File: config.mk
export PLATFORM = sky130hd
export DESIGN_NAME = bcm_front
export DESIGN_NICKNAME = d
export VERILOG_FILES = /design/src/rtl/bcm_pkg.sv /design/src/rtl/bcm_front.sv
export SDC_FILE = /design/constraint.sdc
export NUM_CORES = 1
export LEC_CHECK = 0
export CAP_MARGIN = 20
export CORE_MARGIN = 1.5
export CORE_UTILIZATION = 50
export DETAILED_ROUTE_END_ITERATION = 6
export DONT_BUFFER_PORTS = 1
export GPL_TIMING_DRIVEN = 0
export PLACE_DENSITY = 0.67
export SLEW_MARGIN = 25
export SYNTH_ARGS = -nofsm -noshare
export SYNTH_HDL_FRONTEND = slang
export SYNTH_SLANG_ARGS = --single-unit
File: constraint.sdc
create_clock -name clk -period 9.9 [get_ports clk]
set_input_delay 2.97 -clock clk [delete_from_list [all_inputs] [get_ports clk]]
set_output_delay 2.97 -clock clk [all_outputs]
set_load 0.01 [all_outputs]
File: src/rtl/bcm_pkg.sv
package bcm_pkg;

	// configuration port
	localparam int CFG_DATA_W  = 11;
	localparam int CFG_INDEX_W = 2;

	localparam logic [CFG_INDEX_W-1:0] CFG_FRAME_WIDTH  = 2'd0;
	localparam logic [CFG_INDEX_W-1:0] CFG_FRAME_HEIGHT = 2'd1;
	localparam logic [CFG_INDEX_W-1:0] CFG_MORPH_MODE   = 2'd2;

	// register reset values and dimension floor
	localparam int WIDTH_RESET  = 640;
	localparam int HEIGHT_RESET = 480;
	localparam int DIM_MIN      = 3;

	// morphology modes
	localparam int MODE_W = 2;
	localparam logic [MODE_W-1:0] MODE_ERODE  = 2'd0;
	localparam logic [MODE_W-1:0] MODE_DILATE = 2'd1;
	localparam logic [MODE_W-1:0] MODE_OPEN   = 2'd2;
	localparam logic [MODE_W-1:0] MODE_CLOSE  = 2'd3;

	// item opcodes
	localparam logic OP_PIXEL = 1'b0;
	localparam logic OP_FLUSH = 1'b1;

	localparam int PIXEL_W = 8;
	localparam logic [PIXEL_W-1:0] SET_VALUE = 8'd255;
	localparam logic [PIXEL_W-1:0] CLR_VALUE = 8'd0;

	// depth of the queue between front and back
	localparam int QUEUE_DEPTH = 4;

	typedef struct packed {
		logic               op;
		logic [PIXEL_W-1:0] pixel;
	} bcm_in_t;

	typedef struct packed {
		logic [PIXEL_W-1:0] out_pixel;
		logic               frame_last;
	} bcm_out_t;

	// one frame step as handed from front to back
	// row_upN: row (current row - N) is an interior row
	// col_left/mid/right: column c-1, c, c+1 is an interior column
	typedef struct packed {
		logic src;
		logic emit;
		logic last;
		logic row_cur;
		logic row_up1;
		logic row_up2;
		logic row_up3;
		logic col_left;
		logic col_mid;
		logic col_right;
	} bcm_step_t;

	// per-column history word of the line store
	typedef struct packed {
		logic src_up1;
		logic src_up2;
		logic mid_up2;
		logic mid_up3;
	} bcm_word_t;

endpackage

File: src/rtl/bcm_front.sv
module bcm_front #(
	parameter int MAX_WIDTH  = 1024,
	parameter int MAX_HEIGHT = 1024
) (
	input  logic                                   clk,
	input  logic                                   arst_n,
	input  logic                                   restart,
	input  logic [$clog2(MAX_WIDTH+4)-1:0]         frame_width,
	input  logic [$clog2(MAX_HEIGHT+4)-1:0]        frame_height,
	input  logic                                   item_valid,
	input  bcm_pkg::bcm_in_t                       item,
	output logic                                   item_stall,
	input  logic                                   queue_full,
	output logic                                   push,
	output bcm_pkg::bcm_step_t                     step,
	output logic [$clog2(MAX_WIDTH)-1:0]           col,
	output logic [$clog2(MAX_WIDTH)-1:0]           rd_col
);
	import bcm_pkg::*;

	localparam int CW = $clog2(MAX_WIDTH+4);
	localparam int HW = $clog2(MAX_HEIGHT+4);
	localparam int AW = $clog2(MAX_WIDTH);

	logic [CW-1:0] col_q;
	logic [HW-1:0] row_q;
	logic          accept;
	logic          in_frame;
	logic [CW-1:0] col_ahead;
	logic [CW-1:0] col_next;

	// accept while the queue has room
	assign item_stall = queue_full;
	assign accept     = item_valid & ~queue_full;
	assign in_frame   = row_q < frame_height;

	// flush ticks inside the frame are dropped
	assign push = accept & ~(in_frame & (item.op == OP_FLUSH));

	// classify the step for the back end
	always_comb begin
		step.src       = in_frame & (item.pixel == SET_VALUE);
		step.emit      = row_q >= HW'(2);
		step.last      = (row_q == frame_height + HW'(1)) &&
			(col_q == frame_width - CW'(1));
		step.row_cur   = (row_q >= HW'(1)) && (row_q + HW'(2) <= frame_height);
		step.row_up1   = (row_q >= HW'(2)) && (row_q + HW'(1) <= frame_height);
		step.row_up2   = (row_q >= HW'(3)) && (row_q <= frame_height);
		step.row_up3   = (row_q >= HW'(4)) && (row_q <= frame_height + HW'(1));
		step.col_left  = col_q >= CW'(2);
		step.col_mid   = (col_q >= CW'(1)) && (col_q + CW'(2) <= frame_width);
		step.col_right = col_q + CW'(3) <= frame_width;
	end

	// column two steps ahead, wrapped into the next row
	always_comb begin
		col_ahead = col_q + CW'(2);
		if (col_ahead >= frame_width) begin
			col_ahead = col_ahead - frame_width;
		end
	end

	assign col_next = col_q + CW'(1);
	assign col      = col_q[AW-1:0];
	assign rd_col   = col_ahead[AW-1:0];

	// frame position counters
	always_ff @(posedge clk or negedge arst_n) begin
		if (!arst_n) begin
			col_q <= '0;
			row_q <= '0;
		end else if (restart) begin
			col_q <= '0;
			row_q <= '0;
		end else if (push) begin
			if (step.last) begin
				col_q <= '0;
				row_q <= '0;
			end else if (col_next >= frame_width) begin
				col_q <= '0;
				row_q <= row_q + HW'(1);
			end else begin
				col_q <= col_next;
			end
		end
	end

endmodule

==> key figures <==
Status
  – Status: finished, final reports clean

Global routing
  – Pin count of the biggest net entering global routing: 23
  – GRT Resource Usage Total: 0.2620
  – Initial antenna violation count: 0
  – Vias in the first global route: 4,184
  – Global route total overflow: 0
  – First-pass GRT wire length: between 20,000 and 25,000 µm

Critical path
  – Worst EP required: around 6900 ps
  – Setup crit end kind: output port
  – Startpoint Class: input pin
  – Critical path class: input pin to output port
  – Crit path DAT: 5480 ps
  – Crit-path max FO: 6

Flow run
  – Max-cap viol count: 0

Die
  – Die Y: ~100 µm
  – Initial Util: 0.5173
  – IO Count: 68
  – # rows: 35
  – Die Width: 100.8 µm
  – DIE AREA: 10,150 µm²
  – Core area: 9240 µm²

Finish
  – N_diodes: 0
  – Fraction of layout cells with a size suffix above 1: 0.07203
  – Core Util, Final: 0.5425
  – Commonest non-fill, non-tap cell in the layout: ha_1
  – Non-filler cells, final: 726
  – Area growth, synth to finish: 4.869%
  – Post-route cell area: 5012 µm²
  – Nets@finish: 729
  – Commonest non-fill, non-tap cells in the layout: 94 x ha_1, 43 x xnor2_1, 41 x inv_1

Timing
  – TNS Setup: 0 ps
  – Setup violators final: 0
  – Headroom to the max-slew limit: 0.4814
  – RSZ-0062 raised after global routing: false
  – Achievable Freq: between 100 and 150 MHz
  – Min Clock Period, post-route: 8453 ps
  – Slew Limit Fails: 0
  – Worst slew pin tran: 768.2 ps
  – Clk_skew: 8.782 ps
  – Final Hold Fails: 0
  – Final Cycle Share: 0.8539

Clock tree
  – CTS-repair resized insts: 0
  – Longest Clk Path Bufs: 2
  – H-tree depth: 1
  – Cts hold-fix bufs: 0
  – Setup Buffers After CTS: 0
  – Num CTS Buffers: 3
  – # clock sinks: 22
  – Root Driver: clkbuf_8
  – CTS tree: done
  – Skew-Pair Late Insertion Delay: 270 ps
  – Clock slew at reported path FFs: 80 ps

Drt
  – Final antenna-violating net count: 0
  – Via-to-Cell Ratio: 6.106
  – Wire length per cell: 18.04 µm
  – Drt first pass iters: 5
  – Iteration-0 DRC Markers: ~320
  – Wirelength, routed: 13,090 µm
  – DRC: 0
  – Via count: 4,433

Logic synthesis
  – Synthesis Warnings: 0
  – Cell area after synthesis: about 4800 µm²
  – Mapped Nets: 724
  – Yosys top cell by area: ha_1
  – Ranking of synthesized cells by area: ha_1 25%, dfrtp_1 12%, xnor2_1 7.9%
  – Share of async-settable or async-resettable flops after synthesis: 1.000
  – Number of synthesized flops with an enable pin: 0
  – Primary FF master, synth: dfrtp_1
  – Syn Area/Cell: 8.060 µm²
  – Synth top area share: 0.2461
  – Synthesized flop and latch total: 22
  – Post-synthesis sequential area ratio: 0.1152
  – Distinct cell type count after synthesis: 68
  – Syn Inst Count: between 500 and 600

Placement
  – IO Port Bufs: 0
  – Placed cells: 722
  – Cell area after placement: approximately 4900 µm²
  – Routability cong.: 0.9651
  – Post-DP HPWL: 10,790 µm

Worst hold path
  – HP Class: register to register

Pwr
  – Peak supply drop: 0.05173 mV
  – Power Total: 0.2893 mW
  – Power per cell area: 57.73 nW/µm²
  – Leakage: roughly 2.4 nW
-- worst paths after layout --
| kind | start | to | slack, ps | cells after the start |
|---|---|---|---|---|
| min in group asynchronous | arst_n | row_q[8]$_DFFE_PN0P_ | 2380 | 0 |
| min reg2reg | row_q[1]$_DFFE_PN0P_ | row_q[1]$_DFFE_PN0P_ | 720 | 1 |
| max | frame_height[0] | step[7] | 1450 | 11 |
| max reg2reg | col_q[5]$_DFFE_PN0P_ | col_q[2]$_DFFE_PN0P_ | 5850 | 14 |
| min | row_q[1]$_DFFE_PN0P_ | row_q[1]$_DFFE_PN0P_ | 720 | 1 |
| max in group asynchronous | arst_n | row_q[5]$_DFFE_PN0P_ | 7430 | 0 |
-- worst max-delay path, stage by stage --
cell	delay, ps
ha_1	180
inv_1	50
or2_2	340
nor4_1	310
xnor2_1	130
ha_1	310
nand4_1	140
nor3_1	360
nand2_1	110
nor3_1	280
o2111a_1	300
-- final cells by class --
| class | count | area [µm²] |
|---|---|---|
| Tap cell | 129 | 161.4 |
| Multi-Input combinational cell | 497 | 3894 |
| Buffer | 32 | 177.7 |
| Inverter | 42 | 157.7 |
| Sequential cell | 22 | 550.5 |
| Clock buffer | 3 | 41.29 |
| Clock inverter | 1 | 30.03 |
| Fill cell | 883 | 4228 |
-- cells in the mapped netlist, types with 3 or more instances --
| master | n |
|---|---|
| o31a_1 | 3 |
| nand4b_1 | 4 |
| o21a_1 | 9 |
| nand3b_1 | 10 |
| a32o_1 | 6 |
| nor3_1 | 13 |
| o21ai_0 | 17 |
| buf_4 | 13 |
| nand2b_1 | 7 |
| nor2b_1 | 7 |
| a31oi_1 | 7 |
| a211o_1 | 3 |
| nand3_1 | 27 |
| ha_1 | 94 |
| and3_1 | 6 |
| o31ai_1 | 4 |
| nor2_1 | 33 |
| xnor2_1 | 43 |
| nor3_2 | 4 |
| mux2_2 | 9 |
| a22o_1 | 5 |
| a21oi_1 | 24 |
| a221oi_1 | 3 |
| a21o_1 | 12 |
| dfrtp_1 | 22 |
| nand4_1 | 20 |
| o211ai_1 | 6 |
| nand2_1 | 39 |
| or3_1 | 5 |
| inv_1 | 41 |
| nor4_1 | 5 |
| xor2_1 | 28 |
| clkbuf_1 | 12 |
| a211oi_1 | 7 |
| buf_1 | 5 |
-- layer usage --
metal	vias up	track usage	routed length (µm)
met5	-	0	0
met2	181	0.3909	5443
li1	2157	-	-
met4	0	0.04334	163
met3	12	0.04577	959
met1	2083	0.3968	6528
-- registers in the layout, indices dropped and copies added (netlist names) --
signal,flops
col_q,11
row_q,11
-- per-stage QoR --
stage | hold slack [ps] | setup WS [ps]
global route | 747.8 | 1308
finish | 722.5 | 1447
CTS | 725.0 | 1534
detailed placement | 706.1 | 1533
global placement | 699.6 | 1562
floorplan | 591.6 | 1878
-- kinds of logic after synthesis --
kind of cell	synth area share
simple gates	0.2241
compound gates	0.1869
fa+ha+maj	0.2503
buf+inv	0.07015
xor+xnor	0.1301
flops	0.1152
mux	0.02330
-- report_power, final --
| part | switching [mW] | internal (mW) | leakage, nW | total (mW) |
|---|---|---|---|---|
| clock | 0.0313 | 0.0541 | 0.0357 | 0.0854 |
| sequential | 0.00663 | 0.0919 | 0.299 | 0.0985 |
| combinational | 0.0622 | 0.0432 | 2.10 | 0.105 |
| total | 0.100 | 0.189 | 2.43 | 0.289 |
Power figures use the tool's default switching activity.
