## src/rtl/bcm_pkg.sv

```systemverilog
package bcm_pkg;

	// configuration port
	localparam int CFG_DATA_W  = 11;
	localparam int CFG_INDEX_W = 2;

	localparam logic [CFG_INDEX_W-1:0] CFG_FRAME_WIDTH  = 2'd0;
	localparam logic [CFG_INDEX_W-1:0] CFG_FRAME_HEIGHT = 2'd1;
	localparam logic [CFG_INDEX_W-1:0] CFG_MORPH_MODE   = 2'd2;

	// register reset values and dimension floor
	localparam int WIDTH_RESET  = 640;
	localparam int HEIGHT_RESET = 480;
	localparam int DIM_MIN      = 3;

	// morphology modes
	localparam int MODE_W = 2;
	localparam logic [MODE_W-1:0] MODE_ERODE  = 2'd0;
	localparam logic [MODE_W-1:0] MODE_DILATE = 2'd1;
	localparam logic [MODE_W-1:0] MODE_OPEN   = 2'd2;
	localparam logic [MODE_W-1:0] MODE_CLOSE  = 2'd3;

	// item opcodes
	localparam logic OP_PIXEL = 1'b0;
	localparam logic OP_FLUSH = 1'b1;

	localparam int PIXEL_W = 8;
	localparam logic [PIXEL_W-1:0] SET_VALUE = 8'd255;
	localparam logic [PIXEL_W-1:0] CLR_VALUE = 8'd0;

	// depth of the queue between front and back
	localparam int QUEUE_DEPTH = 4;

	typedef struct packed {
		logic               op;
		logic [PIXEL_W-1:0] pixel;
	} bcm_in_t;

	typedef struct packed {
		logic [PIXEL_W-1:0] out_pixel;
		logic               frame_last;
	} bcm_out_t;

	// one frame step as handed from front to back
	// row_upN: row (current row - N) is an interior row
	// col_left/mid/right: column c-1, c, c+1 is an interior column
	typedef struct packed {
		logic src;
		logic emit;
		logic last;
		logic row_cur;
		logic row_up1;
		logic row_up2;
		logic row_up3;
		logic col_left;
		logic col_mid;
		logic col_right;
	} bcm_step_t;

	// per-column history word of the line store
	typedef struct packed {
		logic src_up1;
		logic src_up2;
		logic mid_up2;
		logic mid_up3;
	} bcm_word_t;

endpackage

```

## src/rtl/bcm_back.sv

```systemverilog
module bcm_back #(
	parameter int MAX_WIDTH = 1024
) (
	input  logic                           clk,
	input  logic                           arst_n,
	input  logic                           restart,
	input  logic [bcm_pkg::MODE_W-1:0]     morph_mode,
	input  logic                           empty,
	input  bcm_pkg::bcm_step_t             step,
	input  logic [$clog2(MAX_WIDTH)-1:0]   col,
	input  logic [$clog2(MAX_WIDTH)-1:0]   rd_col,
	output logic                           pop,
	output logic                           res_valid,
	input  logic                           res_stall,
	output bcm_pkg::bcm_out_t              res
);
	import bcm_pkg::*;

	bcm_word_t col_mem [MAX_WIDTH];
	bcm_word_t hold_q;
	bcm_word_t rd_q;
	bcm_word_t new_word;
	logic      left_src_q;
	logic      left_mid_q;
	logic      res_valid_q;
	bcm_out_t  res_q;

	logic int1;
	logic int2;
	logic erode1;
	logic dilate1;
	logic stage1;
	logic erode2;
	logic dilate2;
	logic res_bit;

	// take a step when the output register is free or draining
	assign pop = ~empty & (~res_valid_q | ~res_stall);

	// first stage at the row above the incoming row
	always_comb begin
		int1    = step.row_up1 & step.col_mid;
		erode1  = int1 & hold_q.src_up2 & hold_q.src_up1 & left_src_q &
			rd_q.src_up1 & step.src;
		dilate1 = (int1 & hold_q.src_up1) |
			(step.row_up2 & step.col_mid & hold_q.src_up2) |
			(step.row_cur & step.col_mid & step.src) |
			(step.row_up1 & step.col_left & left_src_q) |
			(step.row_up1 & step.col_right & rd_q.src_up1);
		stage1  = ((morph_mode == MODE_ERODE) || (morph_mode == MODE_OPEN)) ?
			erode1 : dilate1;
	end

	// second stage two rows above the incoming row
	always_comb begin
		int2    = step.row_up2 & step.col_mid;
		erode2  = int2 & hold_q.mid_up3 & hold_q.mid_up2 & left_mid_q &
			rd_q.mid_up2 & stage1;
		dilate2 = (int2 & hold_q.mid_up2) |
			(step.row_up3 & step.col_mid & hold_q.mid_up3) |
			(step.row_up1 & step.col_mid & stage1) |
			(step.row_up2 & step.col_left & left_mid_q) |
			(step.row_up2 & step.col_right & rd_q.mid_up2);
		case (morph_mode)
			MODE_ERODE:  res_bit = hold_q.mid_up2;
			MODE_DILATE: res_bit = hold_q.mid_up2;
			MODE_OPEN:   res_bit = dilate2;
			MODE_CLOSE:  res_bit = erode2;
			default:     res_bit = hold_q.mid_up2;
		endcase
	end

	// column history shifted down by one row
	always_comb begin
		new_word.src_up1 = step.src;
		new_word.src_up2 = hold_q.src_up1;
		new_word.mid_up2 = stage1;
		new_word.mid_up3 = hold_q.mid_up2;
	end

	// line store and column window
	always_ff @(posedge clk) begin
		if (pop) begin
			col_mem[col] <= new_word;
			rd_q         <= col_mem[rd_col];
			hold_q       <= rd_q;
			left_src_q   <= hold_q.src_up1;
			left_mid_q   <= hold_q.mid_up2;
		end
	end

	// output register payload
	always_ff @(posedge clk) begin
		if (pop) begin
			res_q.out_pixel  <= res_bit ? SET_VALUE : CLR_VALUE;
			res_q.frame_last <= step.last;
		end
	end

	// output register valid
	always_ff @(posedge clk or negedge arst_n) begin
		if (!arst_n) begin
			res_valid_q <= 1'b0;
		end else if (restart) begin
			res_valid_q <= 1'b0;
		end else if (pop) begin
			res_valid_q <= step.emit;
		end else if (!res_stall) begin
			res_valid_q <= 1'b0;
		end
	end

	assign res_valid = res_valid_q;
	assign res       = res_q;

endmodule
```

## config.mk

```make
export PLATFORM = sky130hd
export DESIGN_NAME = bcm_back
export DESIGN_NICKNAME = d
export VERILOG_FILES = /design/src/rtl/bcm_pkg.sv /design/src/rtl/bcm_back.sv
export SDC_FILE = /design/constraint.sdc
export NUM_CORES = 2
export LEC_CHECK = 0
export BUFFER_PORTS_ARGS = -buffer_cell sky130_fd_sc_hd__buf_4
export CAP_MARGIN = 40
export CELL_PAD_IN_SITES_DETAIL_PLACEMENT = 2
export CELL_PAD_IN_SITES_GLOBAL_PLACEMENT = 2
export CORE_MARGIN = 2
export CORE_UTILIZATION = 35
export DETAILED_ROUTE_END_ITERATION = 8
export GPL_ROUTABILITY_DRIVEN = 0
export PLACE_DENSITY_LB_ADDON = 0.1
export SYNTH_ARGS = -nofsm -noshare
export SYNTH_HDL_FRONTEND = slang
export SYNTH_SLANG_ARGS = --single-unit
```

## constraint.sdc

```tcl
create_clock -name clk -period 49 [get_ports clk]
set_input_delay 9.8 -clock clk [delete_from_list [all_inputs] [get_ports clk]]
set_output_delay 9.8 -clock clk [all_outputs]
set_load 0.05 [all_outputs]
```

==> qor.tcl <==
set qor(post_cts_buffers) 0
set qor(io_buffers) 47
set qor(placeableCoreArea_sq_mm) 0.463
set qor(cp-end-kind) {primary output}
set qor(synth_seq_area_share_pct) 76.0
set qor(io_pins) 48
set qor(setup_repair_after_global_routing_missed_its_margin) {false}
set qor(grt_start_max_net_pins) 208
set qor(die_area_sq_mm) 0.469
set qor(synth.net_count) 8335
set qor(crit_path_cell_trace) {buf_4 -> nand2_1 -> nand2b_1 -> inv_2 -> buf_4 -> buf_4}
set qor(drive_gt1_share_pct) 22.8
set qor(vias) 84500
set qor(row_count) 250
set qor(grt_antenna_before_repair) 85
set qor(critPathBufInv) 4
set qor(final_max_slew_viol_count) 0
set qor(final_cell_count_no_fill) 15100
set qor(start_util_pct) 35.1
set qor(post-layout-total-power_w) 0.00779
set qor(cts_num_sinks) 4109
set qor(drc) 0
set qor(post_dr_wirelength_cell_um) 36.9
set qor(drtAntennaViolNets) 0
set qor(drt_pass1_iterations) 5
set qor(yosys.area_share.xor_xnor_pct) 0
set qor(synth_enable_flop_cells) 4108
set qor(synth_compound_gate_area_share_pct) 2.96
set qor(cts_hold_buf) 0
set qor(detailedRoute.firstIterationViolations) 8315
set qor(clock-skew-final_ns) 0.0421
set qor(ys_dominant_reg_cell) {edfxtp_1}
set qor(final-hold-violation-count) 0
set qor(worst-slew-pin-transition_ns) 1.33
set qor(cts_made_buffers) 457
set qor(finalSetupTns_ns) 0
set qor(clock_path_buffers) 4
set qor(postRouteWirelength_um) 558000
set qor(vias_in_the_first_global_route) 90900
set qor(cts_tree) {built}
set qor(post_dp_hpwl_um) 348000
set qor(cp_data_arrival_time_ns) 11.03
set qor(cp_slowest_cell) {buf_4}
set qor(fin_nets) 8589
set qor(synthAdderAreaFrac_pct) 0
set qor(post_synth_num_cell_types) 69
set qor(crit_path_frequent_cell) {buf_4}
set qor(clock_tree.htree_level_count) 5
set qor(worst_path_dominant_cell_family) {buffers and inverters}
set qor(post-route-period-util_pct) 42.5
set qor(mappedNetlistArea_sq_mm) 0.162
set qor(synth-simple-area-share_pct) 3.96
set qor(worst_skew_pair.late_latency_ns) 1.03
set qor(static-leakage-power_nw) 56.7
set qor(dominant_combinational_cell_family_by_area_after_synthesis) {multiplexers}
set qor(timing.max_cap.violations) 0
set qor(ys.warnings.count) 0
set qor(wire_length_of_the_first_global_routing_pass_um) 773000
set qor(avgViaCountPerCell) 5.59
set qor(post-route-worst-setup-slack_ns) 28.17
set qor(ys_async_sr_fraction_pct) 0.0243
set qor(max-vdd-ir-drop_mv) 0.0330
set qor(cts.clk_slew.worst_paths_ns) 0.06
set qor(cellPowerDensity_mw_per_mm2) 41.9
set qor(post-place-cells) 14300
set qor(status) {finished, final reports clean}
set qor(critical_setup_path_kind) {in -> out}
set qor(synthCells) 8298
set qor(critical_path_required_ns) 39.20
set qor(setup_viol) 0
set qor(syn-mean-instance-area_sq_um) 19.6
set qor(grt.overflow.total) 0
set qor(dpl_worst_slack_ns) 28.16
set qor(path_max_fanout) 15
set qor(achievable_frequency_ghz) 0.0480
set qor(final.hold.worst_slack_ns) 0.554
set qor(clk_root_buffer_cell) {clkbuf_16}
set qor(hold_class) {reg -> reg}
set qor(flip_flop_and_latch_count_after_synthesis) 4109
set qor(globalRouteTotalUtil_pct) 23.6
set qor(area_growth_from_synthesis_to_layout_pct) 14.6
set qor(finalCriticalPeriod_ns) 20.83
set qor(synth.area.mux_share_pct) 15.1
set qor(cts_resized) 0
set qor(max-slew-margin-rel_pct) 11.3
set qor(crit_path_max_incr_delay_ns) 0.36
set qor(dieHeight_um) 685
set qor(startpoint_type) {input port}
set qor(die_x_um) 685
cell type report:
class,count,area (sq um)
fillers,43000,277000
flip-flops and latches,4109,123000
multi-input cells,3585,36300
clock buffers,544,11800
well taps,6174,7720
repair buffers,390,3740
clock inverters,298,2900
inverters,9,51.3
diodes,7,17.5
report_power, final:
| group | total, W | internal [W] | switching, W |
|---|---|---|---|
| combinational | 0.000427 | 0.000124 | 0.000303 |
| sequential | 0.00391 | 0.00390 | 0.00000342 |
| clock | 0.00345 | 0.00199 | 0.00146 |
worst reg2reg max path, cell delays in order (launching register included):
cell,delay (ns)
edfxtp_1,0.80
a22o_1,0.26
nand2_1,0.05
o21ai_0,0.12
a21o_4,0.66
buf_4,0.59
buf_4,0.75
buf_4,0.84
buf_4,0.43
buf_16,0.28
buf_4,0.69
sequential cells by signal (all words and copies together), names as in the netlist:
name	flops
res	2
hold_q	4
rd_q	4
left_src_q	1
left_mid_q	1
res_valid	1
col_mem	4096
final timing paths:
check | slack, ns | depth (start not counted) | end | start
max | 28.17 | 6 | pop | res_stall
min | 0.55 | 0 | left_src_q | hold_q[3]
max reg2reg | 43.14 | 10 | col_mem[140][1] | rd_q[3]
min reg2reg | 0.55 | 0 | left_src_q | hold_q[3]
max in group asynchronous | 40.38 | 1 | res_valid | arst_n
min in group asynchronous | 8.54 | 1 | res_valid | arst_n
stage by stage:
stage	utilization, %	instance area, sq um
finish	40.2	186000
global route	40.2	186000
CTS	40.2	186000
detailed placement	37.0	171000
global placement	36.8	170000
floorplan	-	162000
placed cells by master, fill, tap and decap left out, drive strengths merged, types with 92 or more instances in the layout:
cell type | synthesis | layout
a21oi | 143 | 143
buf | 315 | 389
clkbuf | 280 | 544
clkinv | 0 | 221
edfxtp | 4108 | 4108
mux2i | 421 | 421
mux4 | 895 | 895
nand2 | 184 | 184
nor2 | 1091 | 1091
nor3 | 97 | 97
o21ai | 92 | 92
o221ai | 142 | 142
o22ai | 99 | 99
logic make-up after synthesis:
logic type,after synthesis
compound gates,699
buf+inv,604
flops,4109
mux,1332
simple gates,1554
metal layers:
metal / wire length [um] / global-route usage, % / vias to the layer above
li1: - / - / 34500
met1: 237000 / 32.4 / 46800
met2: 277000 / 40.0 / 2428
met3: 29500 / 2.99 / 686
met4: 14000 / 5.48 / 20
met5: 119 / 0 / -
cells in the mapped netlist, drive strengths merged (4+ instances only):
| library cell | count | area share (%) |
|---|---|---|
| mux4 | 895 | 12 |
| nand2 | 184 | 0.43 |
| nand2b | 7 | 0.027 |
| nand4 | 14 | 0.054 |
| a211o | 4 | 0.022 |
| nor4 | 35 | 0.13 |
| edfxtp | 4108 | 76 |
| nor3b | 10 | 0.046 |
| nor3 | 97 | 0.30 |
| and3b | 7 | 0.038 |
| buf | 315 | 1.3 |
| or3b | 4 | 0.022 |
| a21oi | 143 | 0.44 |
| a221oi | 21 | 0.11 |
| nor2 | 1091 | 2.5 |
| nand3 | 51 | 0.16 |
| a2111oi | 6 | 0.032 |
| a21o | 4 | 0.019 |
| clkbuf | 280 | 0.65 |
| a31oi | 11 | 0.042 |
| mux2i | 421 | 2.6 |
| o221ai | 142 | 0.77 |
| o22ai | 99 | 0.38 |
| a311oi | 5 | 0.027 |
| a22o | 18 | 0.097 |
| or3 | 6 | 0.023 |
| a22oi | 64 | 0.30 |
| mux2 | 16 | 0.11 |
| o211ai | 10 | 0.046 |
| inv | 9 | 0.021 |
| a211oi | 40 | 0.19 |
| o31ai | 13 | 0.060 |
| o32ai | 5 | 0.027 |
| or2 | 5 | 0.019 |
| and3 | 6 | 0.023 |
| o21ai | 92 | 0.28 |
| and2 | 8 | 0.031 |
| nand3b | 4 | 0.019 |
| nor2b | 13 | 0.050 |
Power figures use the tool's default switching activity.
