## config.mk

```make
export PLATFORM = sky130hd
export DESIGN_NAME = bcm_fifo
export DESIGN_NICKNAME = d
export VERILOG_FILES = /design/src/rtl/bcm_pkg.sv /design/src/rtl/bcm_fifo.sv
export SDC_FILE = /design/constraint.sdc
export NUM_CORES = 1
export LEC_CHECK = 0
export ABC_AREA = 1
export CORE_AREA = 2 2 116 62
export DETAILED_ROUTE_END_ITERATION = 7
export DIE_AREA = 0 0 118 64
export DONT_BUFFER_PORTS = 1
export PLACE_DENSITY = 0.58
export SYNTH_ARGS = -nofsm -noshare
export SYNTH_HDL_FRONTEND = slang
export SYNTH_SLANG_ARGS = --single-unit
```

## constraint.sdc

```tcl
create_clock -name clk -period 3.6 [get_ports clk]
set_input_delay 0.72 -clock clk [delete_from_list [all_inputs] [get_ports clk]]
set_output_delay 0.72 -clock clk [all_outputs]
set_load 0.05 [all_outputs]
```

## src/rtl/bcm_pkg.sv

```systemverilog
package bcm_pkg;

	// configuration port
	localparam int CFG_DATA_W  = 11;
	localparam int CFG_INDEX_W = 2;

	localparam logic [CFG_INDEX_W-1:0] CFG_FRAME_WIDTH  = 2'd0;
	localparam logic [CFG_INDEX_W-1:0] CFG_FRAME_HEIGHT = 2'd1;
	localparam logic [CFG_INDEX_W-1:0] CFG_MORPH_MODE   = 2'd2;

	// register reset values and dimension floor
	localparam int WIDTH_RESET  = 640;
	localparam int HEIGHT_RESET = 480;
	localparam int DIM_MIN      = 3;

	// morphology modes
	localparam int MODE_W = 2;
	localparam logic [MODE_W-1:0] MODE_ERODE  = 2'd0;
	localparam logic [MODE_W-1:0] MODE_DILATE = 2'd1;
	localparam logic [MODE_W-1:0] MODE_OPEN   = 2'd2;
	localparam logic [MODE_W-1:0] MODE_CLOSE  = 2'd3;

	// item opcodes
	localparam logic OP_PIXEL = 1'b0;
	localparam logic OP_FLUSH = 1'b1;

	localparam int PIXEL_W = 8;
	localparam logic [PIXEL_W-1:0] SET_VALUE = 8'd255;
	localparam logic [PIXEL_W-1:0] CLR_VALUE = 8'd0;

	// depth of the queue between front and back
	localparam int QUEUE_DEPTH = 4;

	typedef struct packed {
		logic               op;
		logic [PIXEL_W-1:0] pixel;
	} bcm_in_t;

	typedef struct packed {
		logic [PIXEL_W-1:0] out_pixel;
		logic               frame_last;
	} bcm_out_t;

	// one frame step as handed from front to back
	// row_upN: row (current row - N) is an interior row
	// col_left/mid/right: column c-1, c, c+1 is an interior column
	typedef struct packed {
		logic src;
		logic emit;
		logic last;
		logic row_cur;
		logic row_up1;
		logic row_up2;
		logic row_up3;
		logic col_left;
		logic col_mid;
		logic col_right;
	} bcm_step_t;

	// per-column history word of the line store
	typedef struct packed {
		logic src_up1;
		logic src_up2;
		logic mid_up2;
		logic mid_up3;
	} bcm_word_t;

endpackage

```

## src/rtl/bcm_fifo.sv

```systemverilog
module bcm_fifo #(
	parameter int WIDTH = 16
) (
	input  logic             clk,
	input  logic             arst_n,
	input  logic             clear,
	input  logic             push,
	input  logic [WIDTH-1:0] wdata,
	output logic             full,
	input  logic             pop,
	output logic [WIDTH-1:0] rdata,
	output logic             empty
);
	import bcm_pkg::*;

	localparam int PW = $clog2(QUEUE_DEPTH);

	logic [WIDTH-1:0] slot_q [QUEUE_DEPTH];
	logic [PW-1:0]    wr_ptr_q;
	logic [PW-1:0]    rd_ptr_q;
	logic [PW:0]      count_q;

	assign full  = count_q == (PW+1)'(QUEUE_DEPTH);
	assign empty = count_q == '0;
	assign rdata = slot_q[rd_ptr_q];

	// storage
	always_ff @(posedge clk) begin
		if (push) begin
			slot_q[wr_ptr_q] <= wdata;
		end
	end

	// pointers and fill count
	always_ff @(posedge clk or negedge arst_n) begin
		if (!arst_n) begin
			wr_ptr_q <= '0;
			rd_ptr_q <= '0;
			count_q  <= '0;
		end else if (clear) begin
			wr_ptr_q <= '0;
			rd_ptr_q <= '0;
			count_q  <= '0;
		end else begin
			if (push) begin
				wr_ptr_q <= wr_ptr_q + PW'(1);
			end
			if (pop) begin
				rd_ptr_q <= rd_ptr_q + PW'(1);
			end
			case ({push, pop})
				2'b10: count_q <= count_q + (PW+1)'(1);
				2'b01: count_q <= count_q - (PW+1)'(1);
				default: count_q <= count_q;
			endcase
		end
	end

endmodule

```

==> results of run 1 <==
[layer usage]
layer	wire, um	vias to the layer above	global-route usage
met1	2700	800	0.232
met2	2360	52	0.214
met3	431	2	0.0884
met4	17	0	0.0542
met5	0	-	0
li1	-	820	-
[logic make-up after synthesis]
kind of cell | count (synthesis) | synth area share
fa+ha+maj | 5 | 0.0245
compound gates | 54 | 0.103
flops | 71 | 0.733
buf+inv | 25 | 0.0551
simple gates | 61 | 0.0848
[registers in the layout (all words and copies together), names as in the netlist]
name,flops
count_q,3
slot_q,64
rd_ptr_q,2
wr_ptr_q,2
[area by class of cell]
cell class	instances	area share
clock inverter	5	0.00763
tap	92	0.0351
sequential	71	0.640
clock buffer	11	0.0710
inverter	15	0.0179
timing repair buffer	19	0.0435
multi-input combinational	120	0.185
[metrics by stage]
step / total power, W / cells
finish: 0.00199 / 333
global placement: 0.00125 / 317
floorplan: 0.00118 / 216
detailed placement: 0.00125 / 317
CTS: 0.00202 / 333
global route: 0.00209 / 333
[worst reg2reg max path: cells and delay by family, from the launching register on]
family | cells | cell delay (ps)
buffers and inverters | 2 | 670
DFF | 1 | 400
adders and majority gates | 1 | 180
and+or+nand+nor | 1 | 60
[cell usage in the layout (no fill, tap or decap), types with 2 or more instances in the layout]
cell	count
buf_4	19
nand3_1	5
o22ai_1	16
nand4_1	2
clkbuf_16	9
nand2_1	18
clkbuf_1	2
dfrtp_1	7
clkinv_2	2
clkinv_1	3
nor2_1	34
ha_1	4
edfxtp_1	64
a21oi_1	2
o21ai_0	31
o21ai_1	4
inv_1	12
nor3_1	2
[report_power, final]
group	switching, W	internal, W
logic	0.000198	0.0000734
clock network	0.000299	0.000458
registers	0.0000194	0.000942
total	0.000517	0.00147
[worst max path at each step]
stage	to	cells after the start
CTS	rdata[14]	4
global route	rdata[14]	4
detailed placement	rdata[14]	4
finish	rdata[14]	4
global placement	rdata[14]	4
floorplan	empty	1
==> out/metrics.csv, run 1 <==
metric,value,unit
status,"complete, no violations",
ys_warn_count,0,
grt_pass1_wl,8980,um
relSlewSlack,0.482,
synth_top_area_cell,edfxtp_1,
fin_area,3280,um^2
worstSkewPairLatency,330,ps
placed_area,3020,um^2
finalHoldViolations,0,
hpwl,3530,um
cts_setup_buffers,0,
slowest_stage,dfrtp_1,
nFillCells,590,
worst_setup_path_start_kind,flop,
viasPerCell,5.03,
n_antenna_cell,0,
die_x,118,um
worstMarginPinSlew,776,ps
drt_iter0_drc,129,
die_area,7550,um^2
synth_area_leaders,"edfxtp_1 (67%), dfrtp_1 (6.1%), o21ai_0 (5.4%), nor2_1 (4.5%), o22ai_1 (3.5%)",
rr_startpoint,wr_ptr_q[0]$_DFFE_PN0P_,
layout_setup_ws,1010,ps
drt_drc_violations_left,0,
seq_area,2100,um^2
synth_seq_cells,71,
async_flop_share,0.0986,
cellLeakagePower,1.21,nW
pwr_density_cell,607,nW/um^2
die_h,64,um
portBuffers,0,
setup.worst_path.start,rd_ptr_q[1]$_DFFE_PN0P_,
ys_types,21,
grt_setup_unrepaired,false,
place_ws,1370,ps
ctsResizeCount,0,
reg2reg_depth,4,
r2r_end,slot_q[0][9]$_DFFE_PP_,
syn_area,2860,um^2
cts_buffers,9,
antenna_found_initial,0,
cts_tree,done,
worstHoldPathType,in -> async,
grt_pass1_vias,1630,
critPathArrivalTime,1870,ps
ant_nets,0,
crit_family,buffers and inverters,
drv_slew,0,
reg2reg_slack,1920,ps
overflow,0,
cts-root-buf,clkbuf_16,
seq_area_frac_synth,0.733,
drive_above_1_share,0.141,
multiInputGateArea,607,um^2
worst-path-buf-inv,2,
final_util,0.505,
synth_top_cell_area_share,0.672,
cts_buffer_depth,2,
syn_avg_cell_area,13.2,um^2
synth_edf_count,64,
synth_flop_cell,edfxtp_1,
synthCells,216,
htreeDepth,3,
grt_max_degree,34,
dr.pass1.iters,4,
clock_sinks,71,
cp.required,2880,ps
yosysMostFrequentCell,edfxtp_1,
synth_nets,242,
vias,1674,
std_cell_rows,21,
initial_core_util,0.441,
slowest_delay,570,ps
hold_buffers,0,
critPathKind,reg -> out,
core,6490,um^2
place_congestion,0.716,
num-nets-final,262,
wire_per_inst,16.6,um
peakVddDrop,271,uV
whs,84.0,ps
area_growth,14.6,%
fin_tns_setup,0,ps
cp_max_fo,18,
gr-usage-all-layers,0.165,
routed_wl,5510,um
clock_skew,4.07,ps
cts.clk_slew.worst_paths,50,ps
fin_crit_sh,0.720,
drv_cap,0,
crit_path_end_kind,output pin,
min_period,2590,ps
crit_chain,inv_2 -> o21ai_0 -> o22ai_1 -> buf_4,
fmax,386,MHz
pin_count,39,
synthTopCellsByCount,"edfxtp_1 (64), nor2_1 (34), o21ai_0 (31)",
final-setup-viol-count,0,
(Power assumes the default switching activity.)
==> inputs of run 2 (changes only) <==
==> config.mk (replaced) <==
export PLATFORM = sky130hd
export DESIGN_NAME = bcm_fifo
export DESIGN_NICKNAME = d
export VERILOG_FILES = /design/src/rtl/bcm_pkg.sv /design/src/rtl/bcm_fifo.sv
export SDC_FILE = /design/constraint.sdc
export NUM_CORES = 1
export LEC_CHECK = 0
export ABC_AREA = 0
export CORE_AREA = 2 2 115 61
export DETAILED_ROUTE_END_ITERATION = 7
export DIE_AREA = 0 0 117 63
export DONT_BUFFER_PORTS = 1
export PLACE_DENSITY = 0.57
export SYNTH_ARGS = -nofsm -noshare
export SYNTH_HDL_FRONTEND = slang
export SYNTH_SLANG_ARGS = --single-unit
==> constraint.sdc (replaced) <==
create_clock -name clk -period 2.65 [get_ports clk]
set_input_delay 0.53 -clock clk [delete_from_list [all_inputs] [get_ports clk]]
set_output_delay 0.53 -clock clk [all_outputs]
set_load 0.05 [all_outputs]
==> run 2 against run 1 <==
Clock skew up 2.0 ps. Combinational power up 31%. Sequential share of layout area up 0.54 points. Hold slack better by 190 ps. Final area down 0.84%. Clock power up 48%. Global-route usage down 2.8 points. Synthesized cell count down 42%. Clock-buffer cell count down 1. Total power up 40%. Critical endpoint is now rdata[2].
==> out/metrics.csv, run 2 <==
metric,value,unit,change
cp_max_fo,17,,was 18
fin_tns_setup,0,ps,unchanged
place_ws,611,ps,was 1370 ps
n_antenna_cell,0,,unchanged
synth_nets,151,,was 242
reg.largest.list,"slot_q x64, count_q x3",,unchanged
core,6440,um^2,was 6490 um^2
critPathArrivalTime,1810,ps,was 1870 ps
initial_core_util,0.432,,was 0.441
final-setup-viol-count,0,,unchanged
syn_avg_cell_area,22.2,um^2,was 13.2 um^2
dr.pass1.iters,4,,unchanged
mostFrequentLayoutCell,edfxtp_1,,unchanged
htreeDepth,3,,unchanged
peakVddDrop,426,uV,was 271 uV
ys_warn_count,0,,unchanged
grt_pass1_wl,7170,um,was 8980 um
synth_seq_cells,71,,unchanged
layout_setup_ws,311,ps,was 1010 ps
whs,279,ps,was 84.0 ps
synthTopCellsByCount,"edfxtp_1 (64), mux4_1 (8), mux4_2 (8)",,"was edfxtp_1 (64), nor2_1 (34), o21ai_0 (31)"
cts_setup_buffers,0,,unchanged
crit_chain,mux4_1 -> buf_4,,was inv_2 -> o21ai_0 -> o22ai_1 -> buf_4
antenna_found_initial,0,,unchanged
slowest_stage,dfrtp_1,,unchanged
die_h,63,um,was 64 um
synth_top_cell_area_share,0.692,,was 0.672
ant_nets,0,,unchanged
clock_skew,6.04,ps,was 4.07 ps
muxShareOfSynthArea,0.148,,was 0
viasPerCell,4.92,,was 5.03
worstMarginPinSlew,920,ps,was 776 ps
synth_edf_count,64,,unchanged
yosysMostFrequentCell,edfxtp_1,,unchanged
cp.required,2120,ps,was 2880 ps
drv_slew,0,,unchanged
vias,1191,,was 1674
synth-simple-area-share,0.0356,,was 0.0848
synthAdderAreaFrac,0.0252,,was 0.0245
crit_path_end_kind,output pin,,unchanged
cts_buffers,9,,unchanged
synth_flop_cell,edfxtp_1,,unchanged
top_register,slot_q,,unchanged
synth_area_leaders,"edfxtp_1 (69%), mux4_1 (7.6%), mux4_2 (6.5%), dfrtp_1 (6.3%), ha_1 (1.8%)",,"was edfxtp_1 (67%), dfrtp_1 (6.1%), o21ai_0 (5.4%), nor2_1 (4.5%), o22ai_1 (3.5%)"
num-nets-final,171,,was 262
wire_per_inst,18.7,um,was 16.6 um
fmax,428,MHz,
portBuffers,0,,unchanged
hpwl,2940,um,was 3530 um
relSlewSlack,0.387,,was 0.482
fin_crit_sh,0.882,,
synth_top_family_by_area,multiplexers,,was compound AO/OA/AOI/OAI gates
cts-root-buf,clkbuf_16,,unchanged
layout_common_cells,"edfxtp_1 (64), buf_4 (13), clkbuf_16 (9)",,"was edfxtp_1 (64), nor2_1 (34), o21ai_0 (31)"
synthCells,125,,was 216
ys_types,21,,unchanged
area_growth,17.0,%,was 14.6%
cts_buffer_depth,2,,unchanged
seq_area_frac_synth,0.755,,was 0.733
status,"complete, no violations",,unchanged
drive_above_1_share,0.240,,was 0.141
cts.clk_slew.worst_paths,50,ps,about the same
synth_top_area_cell,edfxtp_1,,unchanged
synth_compound_area_frac,0.00180,,was 0.103
worst_setup_path_start_kind,flop,,unchanged
worst-path-buf-inv,1,,was 2
worstSkewPairLatency,310,ps,was 330 ps
async_flop_share,0.0986,,unchanged
worstHoldPathType,in -> reg,,was in -> async
routed_wl,4520,um,was 5510 um
clock_sinks,71,,unchanged
min_period,2340,ps,
grt_pass1_vias,1349,,was 1630
synth_xor_area_frac,0.0158,,was 0
die_x,117,um,was 118 um
slowest_delay,860,ps,was 570 ps
nFillCells,523,,was 590
drt_iter0_drc,101,,was 129
overflow,0,,unchanged
die_area,7370,um^2,was 7550 um^2
grt_max_degree,18,,was 34
grt_setup_unrepaired,false,,unchanged
syn_area,2780,um^2,was 2860 um^2
cellLeakagePower,1.12,nW,was 1.21 nW
place_congestion,0.661,,was 0.716
crit_family,flip-flops,,was buffers and inverters
std_cell_rows,21,,unchanged
drt_drc_violations_left,0,,unchanged
drv_cap,0,,unchanged
gr-usage-all-layers,0.137,,was 0.165
critPathKind,reg -> out,,unchanged
pin_count,39,,unchanged
finalHoldViolations,0,,unchanged
cts_tree,done,,unchanged
pwr_density_cell,860,nW/um^2,was 607 nW/um^2
largest_register_ffs,64,,unchanged
## run 2: power by group
part           internal (W)  switching [W]
Sequential          0.00129      0.0000316
Clock              0.000724       0.000397
Combinational      0.000116       0.000241
## run 2: worst paths after layout
| path | to | cells past startpoint | slack [ps] | from |
|---|---|---|---|---|
| max | rdata[2] | 2 | 310 | rd_ptr_q[1]$_DFFE_PN0P_ |
| min | count_q[1]$_DFFE_PN0P_ | 1 | 280 | clear |
| max reg2reg | slot_q[1][2]$_DFFE_PP_ | 3 | 920 | wr_ptr_q[1]$_DFFE_PN0P_ |
| min reg2reg | wr_ptr_q[1]$_DFFE_PN0P_ | 2 | 600 | wr_ptr_q[1]$_DFFE_PN0P_ |
| max in group asynchronous | rd_ptr_q[1]$_DFFE_PN0P_ | 1 | 1850 | arst_n |
| min in group asynchronous | count_q[0]$_DFFE_PN0P_ | 1 | 550 | arst_n |
## run 2: routing by layer
metal	track usage	vias up	routed length, um
met5	0	-	0
met3	0.0689	4	388
met1	0.178	612	2010
met4	0.0353	0	23
met2	0.205	30	2090
li1	-	545	-
## run 2: area by class of cell
cell class,count,area (um^2),share of cell area
sequential,71,2100,0.645
multi-input combinational,47,633,0.195
clock inverter,6,61.3,0.0189
timing repair buffer,14,108,0.0331
tap,92,115,0.0354
inverter,2,7.51,0.00231
clock buffer,10,229,0.0704
## run 2: cell families after synthesis
| logic type | after synthesis |
|---|---|
| buffers and inverters | 7 |
| multiplexers | 18 |
| AND/OR/NAND/NOR | 18 |
| AO/OA/AOI/OAI | 1 |
| adder cells (fa/ha/maj) | 5 |
| XOR/XNOR | 5 |
| flip-flops | 71 |
## run 2: what timing repair did
| action | CTS | global route |
|---|---|---|
| hold endpoints to repair | 7 | 0 |
| hold buffers | 1 | 0 |
| setup endpoints to repair | 0 | 0 |
| resized for setup | 0 | 0 |
## run 2: through the flow
| stage | util | std cells | total power (W) | cell area, um^2 |
|---|---|---|---|---|
| final | 0.505 | 242 | 0.00279 | 3250 |
| after global routing | 0.505 | 242 | 0.00290 | 3250 |
| after CTS | 0.505 | 242 | 0.00283 | 3250 |
| after detailed placement | 0.458 | 225 | 0.00170 | 2950 |
| after global placement | 0.458 | 225 | 0.00169 | 2950 |
| after floorplan | - | 125 | 0.00163 | 2780 |
